File: src/hdl/fkm_pkg.sv
// ----------------------------------------------------------------------------
// fkm_pkg - shared types and constants of the keyword matcher
// Keyword storage sizes, register map, byte codes and the classified-beat type.
// ----------------------------------------------------------------------------
package fkm_pkg;

	localparam int KW_BYTES    = 32;               // longest keyword
	localparam int CHAR_REGS   = 4;                // 64-bit keyword registers
	localparam int LEN_W       = 6;
	localparam int ADDR_W      = 6;
	localparam int DATA_W      = 64;
	localparam int REG_IDX_W   = 3;
	localparam int POS_W       = $clog2(KW_BYTES);

	localparam int QUEUE_DEPTH = 4;
	localparam int QPTR_W      = $clog2(QUEUE_DEPTH);
	localparam int QCNT_W      = QPTR_W + 1;

	// register indexes (byte address = 8 * index)
	localparam logic [REG_IDX_W-1:0] REG_CHARS_0 = 3'd0;
	localparam logic [REG_IDX_W-1:0] REG_CHARS_1 = 3'd1;
	localparam logic [REG_IDX_W-1:0] REG_CHARS_2 = 3'd2;
	localparam logic [REG_IDX_W-1:0] REG_CHARS_3 = 3'd3;
	localparam logic [REG_IDX_W-1:0] REG_LENGTH  = 3'd4;

	localparam logic [LEN_W-1:0] LEN_RESET = 6'd1;
	localparam logic [LEN_W-1:0] LEN_MAX   = 6'(KW_BYTES);

	// byte codes
	localparam logic [7:0] CH_SPACE   = 8'h20;
	localparam logic [7:0] CH_NEWLINE = 8'h0A;
	localparam logic [7:0] CH_ESC     = 8'h1B;
	localparam logic [7:0] CH_SEMI    = 8'h3B;
	localparam logic [7:0] CH_BRACKET = 8'h5B;
	localparam logic [7:0] CH_ZERO    = 8'h30;
	localparam logic [7:0] CH_NINE    = 8'h39;
	localparam logic [7:0] CH_UPPER_A = 8'h41;
	localparam logic [7:0] CH_UPPER_Z = 8'h5A;
	localparam logic [7:0] CASE_BIT   = 8'h20;

	typedef logic [KW_BYTES-1:0][7:0]      kw_t;
	typedef logic [CHAR_REGS-1:0][DATA_W-1:0] chars_t;

	// one classified byte handed from the front to the back
	typedef struct packed {
		logic [7:0] ch;         // folded (or raw trail) byte
		logic       use_byte;   // byte takes part in matching
		logic       may_start;  // byte may begin a match
		logic       clear;      // new text: clear match state first
	} item_t;

	typedef struct packed {
		logic              full;
		logic              empty;
		logic [QCNT_W-1:0] count;
	} qstat_t;

	typedef struct packed {
		logic found;
		logic match_here;
	} result_t;

endpackage

File: src/hdl/filler_skipping_keyword_matcher.sv
// Throughput: one text byte per cycle, sustained while neither the queue nor the result buffer is full.
// Result path: an accepted byte is written to the queue, then the matcher update writes its
//   result to the result buffer that feeds the result ports; a stall on either side holds it.
// Up to four classified beats and two results wait inside, so push and pop stall apart.
// Reset (arst_n low, asynchronous): queues empty, match state clear, keyword all zero,
//   pattern_length 1. No clearing pass; the block takes bytes right after reset.
// ----------------------------------------------------------------------------
// filler_skipping_keyword_matcher - case-folding keyword search over a byte stream
// Skips spaces, newlines and escape sequences, tracks Big5 pairs, Shift-And match.
// ----------------------------------------------------------------------------
module filler_skipping_keyword_matcher import fkm_pkg::*; (
	input  logic              clk,
	input  logic              arst_n,
	// configuration port
	input  logic              psel,
	input  logic              penable,
	input  logic              pwrite,
	input  logic [ADDR_W-1:0] paddr,
	input  logic [DATA_W-1:0] pwdata,
	output logic [DATA_W-1:0] prdata,
	output logic              pready,
	// text side
	input  logic              push,
	output logic              full,
	input  logic [7:0]        text_byte,
	input  logic              text_start,
	// result side
	output logic              empty,
	input  logic              pop,
	output logic              found,
	output logic              match_here
);

	// ------------------------------------------------------------------
	// Configuration registers: four keyword words and the length.
	// Registers sit at 8-byte strides; the low address bits are ignored.
	// ------------------------------------------------------------------
	chars_t             chars_q;
	logic [LEN_W-1:0]   len_q;
	logic [REG_IDX_W-1:0] reg_idx;
	logic               cfg_wr;

	assign pready  = 1'b1;
	assign reg_idx = paddr[ADDR_W-1:ADDR_W-REG_IDX_W];
	assign cfg_wr  = psel & penable & pwrite & pready;

	always_ff @(posedge clk or negedge arst_n) begin
		if (!arst_n) begin
			chars_q <= '0;
			len_q   <= LEN_RESET;
		end else if (cfg_wr) begin
			unique case (reg_idx)
				REG_CHARS_0: chars_q[0] <= pwdata;
				REG_CHARS_1: chars_q[1] <= pwdata;
				REG_CHARS_2: chars_q[2] <= pwdata;
				REG_CHARS_3: chars_q[3] <= pwdata;
				REG_LENGTH:  len_q      <= pwdata[LEN_W-1:0];
				default: ;  // unmapped: drop the write
			endcase
		end
	end

	always_comb begin
		unique case (reg_idx)
			REG_CHARS_0: prdata = chars_q[0];
			REG_CHARS_1: prdata = chars_q[1];
			REG_CHARS_2: prdata = chars_q[2];
			REG_CHARS_3: prdata = chars_q[3];
			REG_LENGTH:  prdata = DATA_W'(len_q);
			default:     prdata = '0;
		endcase
	end

	// ------------------------------------------------------------------
	// Front: classify every accepted beat and write it to the queue.
	// ------------------------------------------------------------------
	item_t  front_item, head_item;
	qstat_t mid_stat;
	logic   in_accept, head_take;

	assign full      = mid_stat.full;
	assign in_accept = push & ~mid_stat.full;

	fkm_front u_front (
		.clk        (clk),
		.arst_n     (arst_n),
		.accept     (in_accept),
		.text_byte  (text_byte),
		.text_start (text_start),
		.item       (front_item)
	);

	fkm_queue u_queue (
		.clk     (clk),
		.arst_n  (arst_n),
		.wr_en   (in_accept),
		.wr_item (front_item),
		.rd_en   (head_take),
		.rd_item (head_item),
		.stat    (mid_stat)
	);

	// ------------------------------------------------------------------
	// Back: Shift-And update on the queue head, results into a two-entry
	// buffer that the result side pops.
	// ------------------------------------------------------------------
	fkm_back u_back (
		.clk            (clk),
		.arst_n         (arst_n),
		.head           (head_item),
		.head_valid     (~mid_stat.empty),
		.head_take      (head_take),
		.kw             (kw_t'(chars_q)),
		.pattern_length (len_q),
		.found          (found),
		.match_here     (match_here),
		.empty          (empty),
		.pop            (pop)
	);

`ifndef SYNTHESIS
	// a completed match always carries the sticky found flag
	assert property (@(posedge clk) disable iff (!arst_n)
		!empty |-> (!match_here || found))
		else $error("match_here without found");

	// queue occupancy never exceeds its depth
	assert property (@(posedge clk) disable iff (!arst_n)
		mid_stat.count <= QCNT_W'(QUEUE_DEPTH))
		else $error("beat queue overflow");

	// an accepted beat that is not drained the same cycle grows the queue
	assert property (@(posedge clk) disable iff (!arst_n)
		(in_accept && !head_take) |=> mid_stat.count == $past(mid_stat.count) + 1'b1)
		else $error("beat queue lost a write");

	// the matcher never takes from an empty queue
	assert property (@(posedge clk) disable iff (!arst_n)
		head_take |-> !mid_stat.empty)
		else $error("matcher read an empty queue");
`endif

endmodule

File: src/hdl/fkm_front.sv
// ----------------------------------------------------------------------------
// fkm_front - byte classifier
// Tracks escape sequences and Big5 lead bytes, folds case, tags each beat.
// ----------------------------------------------------------------------------
module fkm_front import fkm_pkg::*; (
	input  logic       clk,
	input  logic       arst_n,
	input  logic       accept,
	input  logic [7:0] text_byte,
	input  logic       text_start,
	output item_t      item
);

	logic in_escape_q, lead_seen_q;
	logic esc_cur, lead_cur, esc_nxt, lead_nxt;
	logic is_body;

	always_comb begin
		esc_cur  = in_escape_q & ~text_start;
		lead_cur = lead_seen_q & ~text_start;
		esc_nxt  = esc_cur;
		lead_nxt = lead_cur;
		is_body  = (text_byte >= CH_ZERO && text_byte <= CH_NINE) ||
		           text_byte == CH_SEMI || text_byte == CH_BRACKET;
		item.ch        = text_byte;
		item.use_byte  = 1'b0;
		item.may_start = 1'b0;
		item.clear     = text_start;
		priority if (esc_cur) begin
			esc_nxt = is_body;
		end else if (lead_cur) begin
			// trail byte: compare raw, extend only
			lead_nxt      = 1'b0;
			item.use_byte = 1'b1;
		end else if (text_byte == CH_SPACE || text_byte == CH_NEWLINE) begin
			// filler: drop
		end else if (text_byte == CH_ESC) begin
			esc_nxt = 1'b1;
		end else begin
			lead_nxt = text_byte[7];
			if (text_byte >= CH_UPPER_A && text_byte <= CH_UPPER_Z) begin
				item.ch = text_byte | CASE_BIT;
			end
			item.use_byte  = 1'b1;
			item.may_start = 1'b1;
		end
	end

	always_ff @(posedge clk or negedge arst_n) begin
		if (!arst_n) begin
			in_escape_q <= 1'b0;
			lead_seen_q <= 1'b0;
		end else if (accept) begin
			in_escape_q <= esc_nxt;
			lead_seen_q <= lead_nxt;
		end
	end

endmodule

File: src/hdl/fkm_queue.sv
// ----------------------------------------------------------------------------
// fkm_queue - classified-beat queue
// Short FIFO between classifier and matcher so each side stalls on its own.
// ----------------------------------------------------------------------------
module fkm_queue import fkm_pkg::*; (
	input  logic   clk,
	input  logic   arst_n,
	input  logic   wr_en,
	input  item_t  wr_item,
	input  logic   rd_en,
	output item_t  rd_item,
	output qstat_t stat
);

	item_t             mem_q [QUEUE_DEPTH];
	logic [QPTR_W-1:0] wr_ptr_q, rd_ptr_q;
	logic [QCNT_W-1:0] count_q;
	logic              do_wr, do_rd;

	assign stat.full  = (count_q == QCNT_W'(QUEUE_DEPTH));
	assign stat.empty = (count_q == '0);
	assign stat.count = count_q;
	assign do_wr      = wr_en & ~stat.full;
	assign do_rd      = rd_en & ~stat.empty;
	assign rd_item    = mem_q[rd_ptr_q];

	always_ff @(posedge clk) begin
		if (do_wr) begin
			mem_q[wr_ptr_q] <= wr_item;
		end
	end

	always_ff @(posedge clk or negedge arst_n) begin
		if (!arst_n) begin
			wr_ptr_q <= '0;
			rd_ptr_q <= '0;
			count_q  <= '0;
		end else begin
			if (do_wr) wr_ptr_q <= wr_ptr_q + 1'b1;
			if (do_rd) rd_ptr_q <= rd_ptr_q + 1'b1;
			unique case ({do_wr, do_rd})
				2'b10:   count_q <= count_q + 1'b1;
				2'b01:   count_q <= count_q - 1'b1;
				default: count_q <= count_q;
			endcase
		end
	end

endmodule

File: src/hdl/fkm_back.sv
// ----------------------------------------------------------------------------
// fkm_back - Shift-And matcher and result buffer
// Updates the match vector and sticky found flag, queues results for pop.
// ----------------------------------------------------------------------------
module fkm_back import fkm_pkg::*; (
	input  logic             clk,
	input  logic             arst_n,
	input  item_t            head,
	input  logic             head_valid,
	output logic             head_take,
	input  kw_t              kw,
	input  logic [LEN_W-1:0] pattern_length,
	output logic             found,
	output logic             match_here,
	output logic             empty,
	input  logic             pop
);

	logic [KW_BYTES-1:0] pm_q, pm_base, vec, char_mask, len_mask;
	logic                found_q, found_base, hit;
	logic [LEN_W-1:0]    n_act;
	logic [POS_W-1:0]    top_pos;
	logic                active;

	result_t             obuf_q [2];
	logic                owr_q, ord_q;
	logic [1:0]          ocnt_q;
	logic                do_pop;

	assign n_act   = (pattern_length > LEN_MAX) ? LEN_MAX : pattern_length;
	assign top_pos = POS_W'(n_act - 1'b1);
	assign active  = head.use_byte && (n_act != '0);

	always_comb begin
		for (int i = 0; i < KW_BYTES; i++) begin
			char_mask[i] = (kw[i] == head.ch);
			len_mask[i]  = (LEN_W'(i) < n_act);
		end
	end

	assign pm_base    = head.clear ? '0 : pm_q;
	assign found_base = head.clear ? 1'b0 : found_q;
	assign vec = {pm_base[KW_BYTES-2:0], head.may_start} & char_mask & len_mask;
	assign hit = active & vec[top_pos];

	// take a beat whenever the result buffer has a free slot
	assign head_take = head_valid && (ocnt_q != 2'd2);
	assign do_pop    = pop && !empty;

	always_ff @(posedge clk or negedge arst_n) begin
		if (!arst_n) begin
			pm_q    <= '0;
			found_q <= 1'b0;
		end else if (head_take) begin
			pm_q    <= active ? vec : pm_base;
			found_q <= found_base | hit;
		end
	end

	always_ff @(posedge clk) begin
		if (head_take) begin
			obuf_q[owr_q] <= '{found: found_base | hit, match_here: hit};
		end
	end

	always_ff @(posedge clk or negedge arst_n) begin
		if (!arst_n) begin
			owr_q  <= 1'b0;
			ord_q  <= 1'b0;
			ocnt_q <= '0;
		end else begin
			if (head_take) owr_q <= ~owr_q;
			if (do_pop)    ord_q <= ~ord_q;
			unique case ({head_take, do_pop})
				2'b10:   ocnt_q <= ocnt_q + 1'b1;
				2'b01:   ocnt_q <= ocnt_q - 1'b1;
				default: ocnt_q <= ocnt_q;
			endcase
		end
	end

	assign empty      = (ocnt_q == '0);
	assign found      = obuf_q[ord_q].found;
	assign match_here = obuf_q[ord_q].match_here;

endmodule
File: config.mk
export PLATFORM = sky130hd
export DESIGN_NAME = filler_skipping_keyword_matcher
export DESIGN_NICKNAME = d
export VERILOG_FILES = /design/src/hdl/fkm_pkg.sv /design/src/hdl/filler_skipping_keyword_matcher.sv /design/src/hdl/fkm_front.sv /design/src/hdl/fkm_queue.sv /design/src/hdl/fkm_back.sv
export SDC_FILE = /design/constraint.sdc
export NUM_CORES = 1
export LEC_CHECK = 0
export BUFFER_PORTS_ARGS = -buffer_cell sky130_fd_sc_hd__clkbuf_2
export CAP_MARGIN = 0
export CORE_ASPECT_RATIO = 0.9
export CORE_MARGIN = 4
export CORE_UTILIZATION = 40
export DETAILED_ROUTE_END_ITERATION = 10
export PLACE_DENSITY = 0.57
export SLEW_MARGIN = 20
export SYNTH_ARGS = -nofsm -noshare
export SYNTH_HDL_FRONTEND = slang
export SYNTH_SLANG_ARGS = --single-unit
File: constraint.sdc
create_clock -name clk -period 4.4 [get_ports clk]
set_input_delay 0.88 -clock clk [delete_from_list [all_inputs] [get_ports clk]]
set_output_delay 0.88 -clock clk [all_outputs]
set_load 0.02 [all_outputs]
---- After elaboration in Yosys (flattened, before gate mapping) ----
Memories as Yosys holds them, arrays and structs flattened.
Index checks and enable logic that the tools add are counted.
operators by class
  add/sub/neg operators ................... 7
  magnitude comparators ................... 38
  equal/unequal tests ..................... 47
  mux-type cells .......................... 28
  bitwise gates (word level) .............. 16
  reductions and logical operators ........ 20
operators by type and width
  cell                   count
  $pmux W64 S5           1
  $eq A8 B8 Y1           32
  $lt A5 B6 Y1 const A   16
  $and A32 B32 Y32       2
  $mux W31               2
  $lt A4 B6 Y1 const A   8
  $lt A3 B6 Y1 const A   4
  $mux W8                3
  $mux W6                3
  $eq A8 B6 Y1 const B   2
  $mux W1                16
  $lt A1 B6 Y1 const A   2
  $lt A2 B6 Y1 const A   2
  $reduce_and A2 Y1      5
  $and A1 B1 Y1          8
  $eq A8 B4 Y1 const B   1
  $eq A8 B5 Y1 const B   1
  $eq A8 B7 Y1 const B   1
  $ge A8 B6 Y1 const B   1
  $ge A8 B7 Y1 const B   1
  $le A8 B6 Y1 const B   1
  $le A8 B7 Y1 const B   1
  $add A2 B1 Y2 const B  3
  $eq A3 B2 Y1 const B   2
  23 further kinds       38
word-level totals
  flip-flop bits (word level) ............. 307
  RAM bits ................................ 48
  input bits .............................. 86
  output and inout port bits .............. 69
  logic and storage cells ................. 173
  memories ................................ 2
memories
  memory         words  width  rd ports  clocked after memory_dff  write ports  line             text
  u_queue.mem_q  4      11     1         0                         1            fkm_queue.sv:15  item_t mem_q [QUEUE_DEPTH];
  u_back.obuf_q  2      2      1         0                         1            fkm_back.sv:25   result_t obuf_q [2];

---- Longest topological paths before layout ----
Gate-level depths: netlist (run 1).
  depth after elaboration ................. 8
  mapped depth ............................ 14
  mapped depth without buffers ............ 11

---- Cells and area by module ----
From an unflattened synthesis (run 1), not the netlist that was laid out.
second synthesis, totals
  cells, all modules ...................... 1541
  area, all modules ....................... 20060.5 µm²
by module, submodules not included
  module                           times used  cells an instance  area an instance (µm²)  seq. area each (µm²)
  filler_skipping_keyword_matcher  1           735                12066.6                 6557.5
  fkm_back                         1           671                5647.9                  1021.0
  fkm_queue                        1           94                 2031.9                  1496.4
  fkm_front                        1           41                 314.1                   50.0

---- Worst setup path before layout (run 1) ----
OpenSTA, ideal clock, no wires.
  path kind ............................... input -> output
  start ................................... input port paddr[4]
  end ..................................... output port prdata[16]
  arrival time ............................ 2.443 ns
  data required time ...................... 3.520 ns
  setup slack ............................. 1.077 ns
  stages .................................. 6
  path buffers ............................ 3
  cells stage by stage .................... clkbuf_1 -> nor3b_1 -> clkbuf_1 -> clkbuf_1 -> a22o_1 -> a221o_1
on the way
  cells in the longest elaborated chain, start to end .. 2
  elaborated cells on any way between the ends .. 6
  those cells by class .................... eq/ne (4); mux (1); reduce/logical (1)
ends and longest elaborated chain
  item                                  line                                   text
  from (decl)                           filler_skipping_keyword_matcher.sv:18  input logic [ADDR_W-1:0] paddr,
  $eq A3 B3 Y1 (tied with other cells)  filler_skipping_keyword_matcher.sv:64  unique case (reg_idx)
  $pmux W64 S5 (*)                      filler_skipping_keyword_matcher.sv:64
  to (decl)                             filler_skipping_keyword_matcher.sv:20  output logic [DATA_W-1:0] prdata,
Mark *: on every way between the ends. The rest lies on a longest branch, timed or not.

---- Worst setup path after layout (run 1) ----
  start ................................... register u_queue.rd_ptr_q[0]
  end ..................................... memory u_back.obuf_q[1][0] (netlist name) (data pin)
on the way
  cells in the longest elaborated chain, start to end .. 7
  elaborated cells on any way between the ends .. 40
  those cells by class .................... eq/ne (32); mux (3); bitwise (3); reduce/logical (1); memory (1)
ends and longest elaborated chain
  item                                             line                            text
  from (decl)                                      fkm_queue.sv:16                 logic [QPTR_W-1:0] wr_ptr_q, rd_ptr_q;
  from (signal assigned)                           fkm_queue.sv:40                 if (do_rd) rd_ptr_q <= rd_ptr_q + 1'b1;
  $mem_v2 Z4 W11 (*)                               -
  $eq A8 B8 Y1 / $mux W31 (equally long branches)  fkm_back.sv:36, fkm_back.sv:41
  $and A32 B32 Y32 (2 in a row)                    fkm_back.sv:43                  assign vec = {pm_base[KW_BYTES-2:0], head.may_start} & char_mask & len_mask;
  $bmux W1 S5                                      fkm_back.sv:44                  assign hit = active & vec[top_pos];
  $mux W1 (not written as such)                    fkm_back.sv:44
  $and A1 B1 Y1 (*)                                fkm_back.sv:44
  via u_back.hit                                   fkm_back.sv:20                  logic found_q, found_base, hit;
  to (decl)                                        fkm_back.sv:25
The timed path passes the listed nets; every way through them passes the cells marked *. The select of a mux whose other input is x is not followed.

==> results of run 1 <==
worst reg2reg max path, delay by kind of cell (launching register included):
family                    cells  cell delay [ns]
buffers and inverters         2             0.64
and+or+nand+nor               1             0.57
muxes                         1             0.85
DFF                           1             0.74
AOI/OAI and AO/OA             4             0.89
xor gates and xnor gates      1             0.16
worst max-delay path by stage:
stage | start | to | slack, ns | depth (start not counted)
global route | u_queue.rd_ptr_q[0]$_DFFE_PN0P_ | u_back.obuf_q[1][1]$_DFFE_PP_ | 0.16 | 10
CTS | u_queue.rd_ptr_q[0]$_DFFE_PN0P_ | u_back.obuf_q[1][1]$_DFFE_PP_ | 0.37 | 10
global placement | u_queue.rd_ptr_q[0]$_DFFE_PN0P_ | u_back.obuf_q[0][1]$_DFFE_PP_ | 0.42 | 10
detailed placement | u_queue.rd_ptr_q[0]$_DFFE_PN0P_ | u_back.obuf_q[1][0]$_DFFE_PP_ | 0.41 | 10
floorplan | paddr[4] | prdata[16] | 1.08 | 6
finish | u_queue.rd_ptr_q[0]$_DFFE_PN0P_ | u_back.obuf_q[1][0]$_DFFE_PP_ | 0.38 | 9
routing by layer:
metal	global-route usage, %	up-vias	share of wire [%]
li1	-	6180	-
met1	34.38	7267	47
met2	35.62	422	45
met3	3.703	77	5.9
met4	5.765	2	2.0
met5	0	-	0.022
placed cells by master, fill, tap and decap left out, drive strengths merged, types with 14 or more instances in the layout:
| master | count |
|---|---|
| dfrtp | 306 |
| nand3 | 48 |
| xnor2 | 232 |
| nor2 | 27 |
| buf | 66 |
| edfxtp | 48 |
| a221o | 57 |
| nand4 | 37 |
| mux2i | 19 |
| nand2 | 37 |
| a22o | 79 |
| a21oi | 20 |
| clkbuf | 210 |
| inv | 23 |
| xor2 | 39 |
| mux2 | 270 |
| nor3 | 25 |
| a22oi | 14 |
| nor4 | 24 |
| o21ai | 20 |
cells in the mapped netlist, types with 6 or more instances:
master,number
dfrtp_1,306
mux2_2,270
xnor2_1,231
a22o_1,79
clkbuf_1,73
a221o_1,57
edfxtp_1,48
nand3_1,48
xor2_1,39
nand2_1,37
nand4_1,36
nor2_1,27
nor3_1,25
inv_1,21
nor4_1,21
a21oi_1,19
o21ai_0,19
mux2i_1,18
buf_2,15
a22oi_1,14
and2_1,13
nor2b_1,13
o22ai_1,11
buf_6,8
ha_1,8
o2111ai_1,8
mux4_2,7
nand2b_1,7
buf_1,6
buf_4,6
final cells by class:
cell class,count,share of cell area [%]
Multi-Input combinational cell,1093,42.54
Sequential cell,355,40.54
Timing Repair Buffer,215,6.437
Clock buffer,61,5.631
Tap cell,624,3.468
Clock inverter,14,1.012
Inverter,22,0.3669
Antenna cell,1,0.01112
registers in the layout, summed over array words and instances (netlist names):
name	flops
chars_q	256
u_queue.mem_q	44
u_back.pm_q	31
len_q	6
u_back.obuf_q	4
u_queue.count_q	3
u_back.ocnt_q	2
u_queue.rd_ptr_q	2
u_queue.wr_ptr_q	2
u_back.found_q	1
u_back.ord_q	1
u_back.owr_q	1
u_front.in_escape_q	1
u_front.lead_seen_q	1
power groups by stage:
stage | Combinational (mW) | Clock, mW | Sequential [mW]
final | 5.93 | 3.75 | 4.67
after CTS | 5.94 | 3.83 | 4.66
after floorplan | 4.32 | 0 | 4.46
after global placement | 5.87 | 0 | 4.69
after detailed placement | 5.90 | 0 | 4.72
after global routing | 6.39 | 3.97 | 4.75
cell families after synthesis:
logic type / share of synthesized area, %
compound gates: 11.20
buf+inv: 3.234
xor+xnor: 12.33
fa+ha+maj: 0.6223
flops: 47.27
other cells: 0.01943
mux: 18.12
simple gates: 7.201
stage by stage:
step	instances	instance area (sq um)	power [mW]	hold WS (ns)
2_1_floorplan	1580	19300	8.783	0.4328
3_3_place_gp	2309	21010	10.56	0.4573
3_5_place_dp	2309	21010	10.62	0.4585
4_1_cts	2384	22510	14.43	0.3749
5_1_grt	2384	22510	15.11	0.4117
6_report	2385	22510	14.35	0.3333
==> results_dict.tcl, run 1 <==
set metrics [dict create \
    power.density_nw_per_um2 637.3 \
    clock-sinks 355 \
    die-height_um 216.4 \
    gr-usage-all-layers_pct 23.17 \
    pre_cts_slack_ns 0.4073 \
    path_delay_family "compound AO/OA/AOI/OAI gates" \
    cp_common_cell "buf_4" \
    fin_crit_ns 4.025 \
    finish.utilization_pct 47.06 \
    p_int_mw 8.879 \
    die_area_sq_um 51840 \
    gp_congestion 0.9053 \
    clockBufferDepth 3 \
    fmax_mhz 248.5 \
    first_pass_iters 5 \
    initial_core_util_pct 40.36 \
    synthArstFlopShare_pct 86.48 \
    crit_chain "buf_4 > mux4_2 > buf_4 > xor2_1 > nor4_1 > a31oi_1 > o22ai_2 > o211ai_1 > a21oi_2" \
    arrival_ns 4.39 \
    ys_seq_area_share_pct 47.27 \
    synthTopCellsByArea "dfrtp_1, mux2_2, xnor2_1" \
    cp_max_fo 18 \
    htree_levels 2 \
    critPathBufInv 2 \
    finalClockSkew_ns 0.01756 \
    ys_types 83 \
    grt_max_degree 93 \
    sw_frac_of_total_pct 38.11 \
    switching_power_mw 5.466 \
    synth_top_area_share_pct 39.67 \
    drc 0 \
    dr.first_iter.drc_count 1070 \
    post-cts-setup-buffers 0 \
    startpoint_type "register" \
    tightest_slew_ns 0.8780 \
    ir_worst_vdd_mv 0.2997 \
    multi_input_area_sq_um 9575 \
    synth-edff-count 48 \
    via_count 13950 \
    max-slew-margin-rel_pct 41.47 \
    fp.dieW_um 239.6 \
    yosysWarnings 0 \
    hold_viol 0 \
    ant_nets 0 \
    crit_type "register to register" \
    outcome "finished clean" \
    setup_violations 0 \
    synth_top_area_cell "dfrtp_1" \
    combPwrFrac_pct 41.3 \
    ios 155 \
    avgSynthCellArea_sq_um 12.22 \
    worst_slack_ns 0.3755 \
    hp-class "input pin to asynchronous set/reset pin" \
    synth_flop_cell "dfrtp_1" \
    cts.repair.resized 0 \
    cts_buffers 41 \
    grt_pass1_wl_mm 92.15 \
    drv_cap 0 \
    drv_slew 0 \
    reg2reg_depth 9 \
    core_sq_um 47830 \
    wl_per_cell_um 25.25 \
    cts_tree "done" \
    antenna_found_initial 1 \
    r2r_setup_slack_ns 0.38 \
    cp.required_ns 4.77 \
    clkPwrFrac_pct 26.1 \
    cts-root-buf "clkbuf_16" \
    fill_cells 4423 \
    power.share.sequential_pct 32.6 \
    fp-row-count 76 \
    final-seq-area_sq_um 9125 \
    slowest_delay_ns 0.85 \
    timing.rr.end "u_back.obuf_q[1][0]$_DFFE_PP_" \
    cp-end-kind "register" \
    hpwl_mm 41.79 \
    overflow 0 \
    crit_slowest_cell "mux4_2" \
    nNetsFinal 1823 \
    setup_tns_ns 0 \
    drive_gt1_share_pct 33.47 \
    holdBufCountCts 0 \
    via_per_inst 5.848 \
    syn_area_sq_um 19300 \
    postSynthNetCount 1675 \
    r2r_start "u_queue.rd_ptr_q[0]$_DFFE_PN0P_" \
    leakage_nw 9.323 \
    insertion_delay_ns 0.57 \
    cts.clk_slew.worst_paths_ns 0.06 \
    fin_crit_sh_pct 91.47 \
    synth_seq_cells 355 \
    io_buffers 150 \
    grt_pass1_vias 14290 \
    area_growth_pct 16.61 \
    wirelength_mm 60.22 \
    syn-instance-count 1580 \
    grt_setup_unrepaired "false" \
]
No activity file was read; power rests on OpenSTA's default activity.
==> run 2, diff against run 1 <==
CORE_UTILIZATION = 58   (was 40)
PLACE_DENSITY = 0.78   (was 0.57)
==> results_dict.tcl, run 2 (synthesis gave the netlist of run 1 again) <==
set metrics [dict create \
    outcome "finished clean" \
    post-cts-setup-buffers 0 \
    ios 155 \
    leakage_nw 9.090 \
    pre_cts_slack_ns 0.6163 \
    cts_buffers 38 \
    fp-row-count 63 \
    grt_pass1_wl_mm 87.05 \
    holdBufCountCts 0 \
    hpwl_mm 36.58 \
    cts_tree "done" \
    largest_reg_flops 256 \
    ir_worst_vdd_mv 0.3940 \
    layout_common_cells "dfrtp_1, mux2_2, xnor2_1" \
    core_sq_um 32870 \
    power.density_nw_per_um2 625.1 \
    fmax_mhz 253.4 \
    cts.clk_slew.worst_paths_ns 0.06 \
    finish.utilization_pct 66.37 \
    ant_nets 0 \
    grt_max_degree 89 \
    clock-sinks 355 \
    max-slew-margin-rel_pct 39.85 \
    largest_registers "chars_q (256), u_queue.mem_q (44), u_back.pm_q (31)" \
    cts.repair.resized 0 \
    final_cell_area_sq_um 21820 \
    drive_gt1_share_pct 32.22 \
    fin_cells 2160 \
    area_growth_pct 13.02 \
    wirelength_mm 55.26 \
    overflow 0 \
    cp.required_ns 4.72 \
    clockBufferDepth 3 \
    wl_per_cell_um 25.58 \
    drv_cap 0 \
    fin_crit_sh_pct 89.69 \
    finalClockSkew_ns 0.02350 \
    tightest_slew_ns 0.9022 \
    via_count 14260 \
    crit_type "register to register" \
    cts-root-buf "clkbuf_16" \
    num_antenna_cells 0 \
    setup_tns_ns 0 \
    nNetsFinal 1804 \
    startpoint_type "register" \
    via_per_inst 6.601 \
    worst_slack_ns 0.4535 \
    regMostFlops "chars_q" \
    drc 0 \
    insertion_delay_ns 0.53 \
    hold_viol 0 \
    htree_levels 2 \
    hp-class "input pin to asynchronous set/reset pin" \
    setup_violations 0 \
    p_int_mw 8.321 \
    hold_ws_ns 0.3847 \
    fp.dieW_um 200.3 \
    antenna_found_initial 0 \
    clkPwrFrac_pct 23.0 \
    die-height_um 181.1 \
    cp_max_fo 8 \
    fin_crit_ns 3.947 \
    dpl_cell_area_sq_um 20600 \
    gr-usage-all-layers_pct 30.13 \
    drv_slew 0 \
    die_area_sq_um 36270 \
    final_common_cell "dfrtp_1" \
    initial_core_util_pct 58.73 \
    arrival_ns 4.27 \
    combPwrFrac_pct 42.6 \
    dr.first_iter.drc_count 1430 \
    power.total_mw 13.64 \
    grt_setup_unrepaired "false" \
    grt_pass1_vias 14750 \
    cp-end-kind "register" \
    sw_frac_of_total_pct 38.99 \
    power.share.sequential_pct 34.3 \
    gp_congestion 0.9651 \
    first_pass_iters 11 \
    placed_cells 2091 \
    switching_power_mw 5.317 \
    io_buffers 150 \
]
run 2: area by class of cell:
type,instances,area [sq um]
well taps,422,528.0
multi-input cells,1093,9577
clock buffers,63,1176
flip-flops and latches,355,9125
fillers,2484,11050
inverters,22,82.58
clock inverters,6,37.54
repair buffers,199,1291
run 2: power by group through the flow:
stage / Clock [mW] / Combinational, mW / Sequential, mW
4_1_cts: 3.16 / 5.75 / 4.67
3_3_place_gp: 0 / 5.60 / 4.67
6_report: 3.14 / 5.82 / 4.68
3_5_place_dp: 0 / 5.69 / 4.72
5_1_grt: 3.31 / 6.22 / 4.76
2_1_floorplan: 0 / 4.32 / 4.46
run 2: path summary, 6_finish.rpt:
kind	from	to	slack, ns	depth (start not counted)
worst max-delay path	u_queue.rd_ptr_q[0]$_DFFE_PN0P_	u_back.obuf_q[0][0]$_DFFE_PP_	0.45	10
worst min-delay path	arst_n	chars_q[124]$_DFFE_PN0P_	0.38	1
worst max register to register	u_queue.rd_ptr_q[0]$_DFFE_PN0P_	u_back.obuf_q[0][0]$_DFFE_PP_	0.45	10
worst min register to register	u_back.pm_q[13]$_DFFE_PN0P_	u_back.pm_q[13]$_DFFE_PN0P_	0.48	2
max in group asynchronous	arst_n	chars_q[80]$_DFFE_PN0P_	2.86	2
min in group clk	u_back.pm_q[13]$_DFFE_PN0P_	u_back.pm_q[13]$_DFFE_PN0P_	0.48	2
run 2: metal layers:
layer / part of all wire [%] / up-vias / GRT usage [%]
met5: 0 / - / 0
met4: 3.5 / 0 / 9.882
met3: 8.4 / 143 / 4.559
met2: 46 / 732 / 47.07
met1: 43 / 7241 / 43.81
li1: - / 6142 / -
run 2: critical path, cell delays in order (launching register included):
cell and delay (ns):
dfrtp_1 0.68, buf_4 0.28, mux4_2 0.64, nor2_1 0.55, nand4_1 0.25, nor4_1 0.42
buf_4 0.20, or2b_1 0.23, nand4_2 0.12, o211ai_1 0.11, a21oi_2 0.26
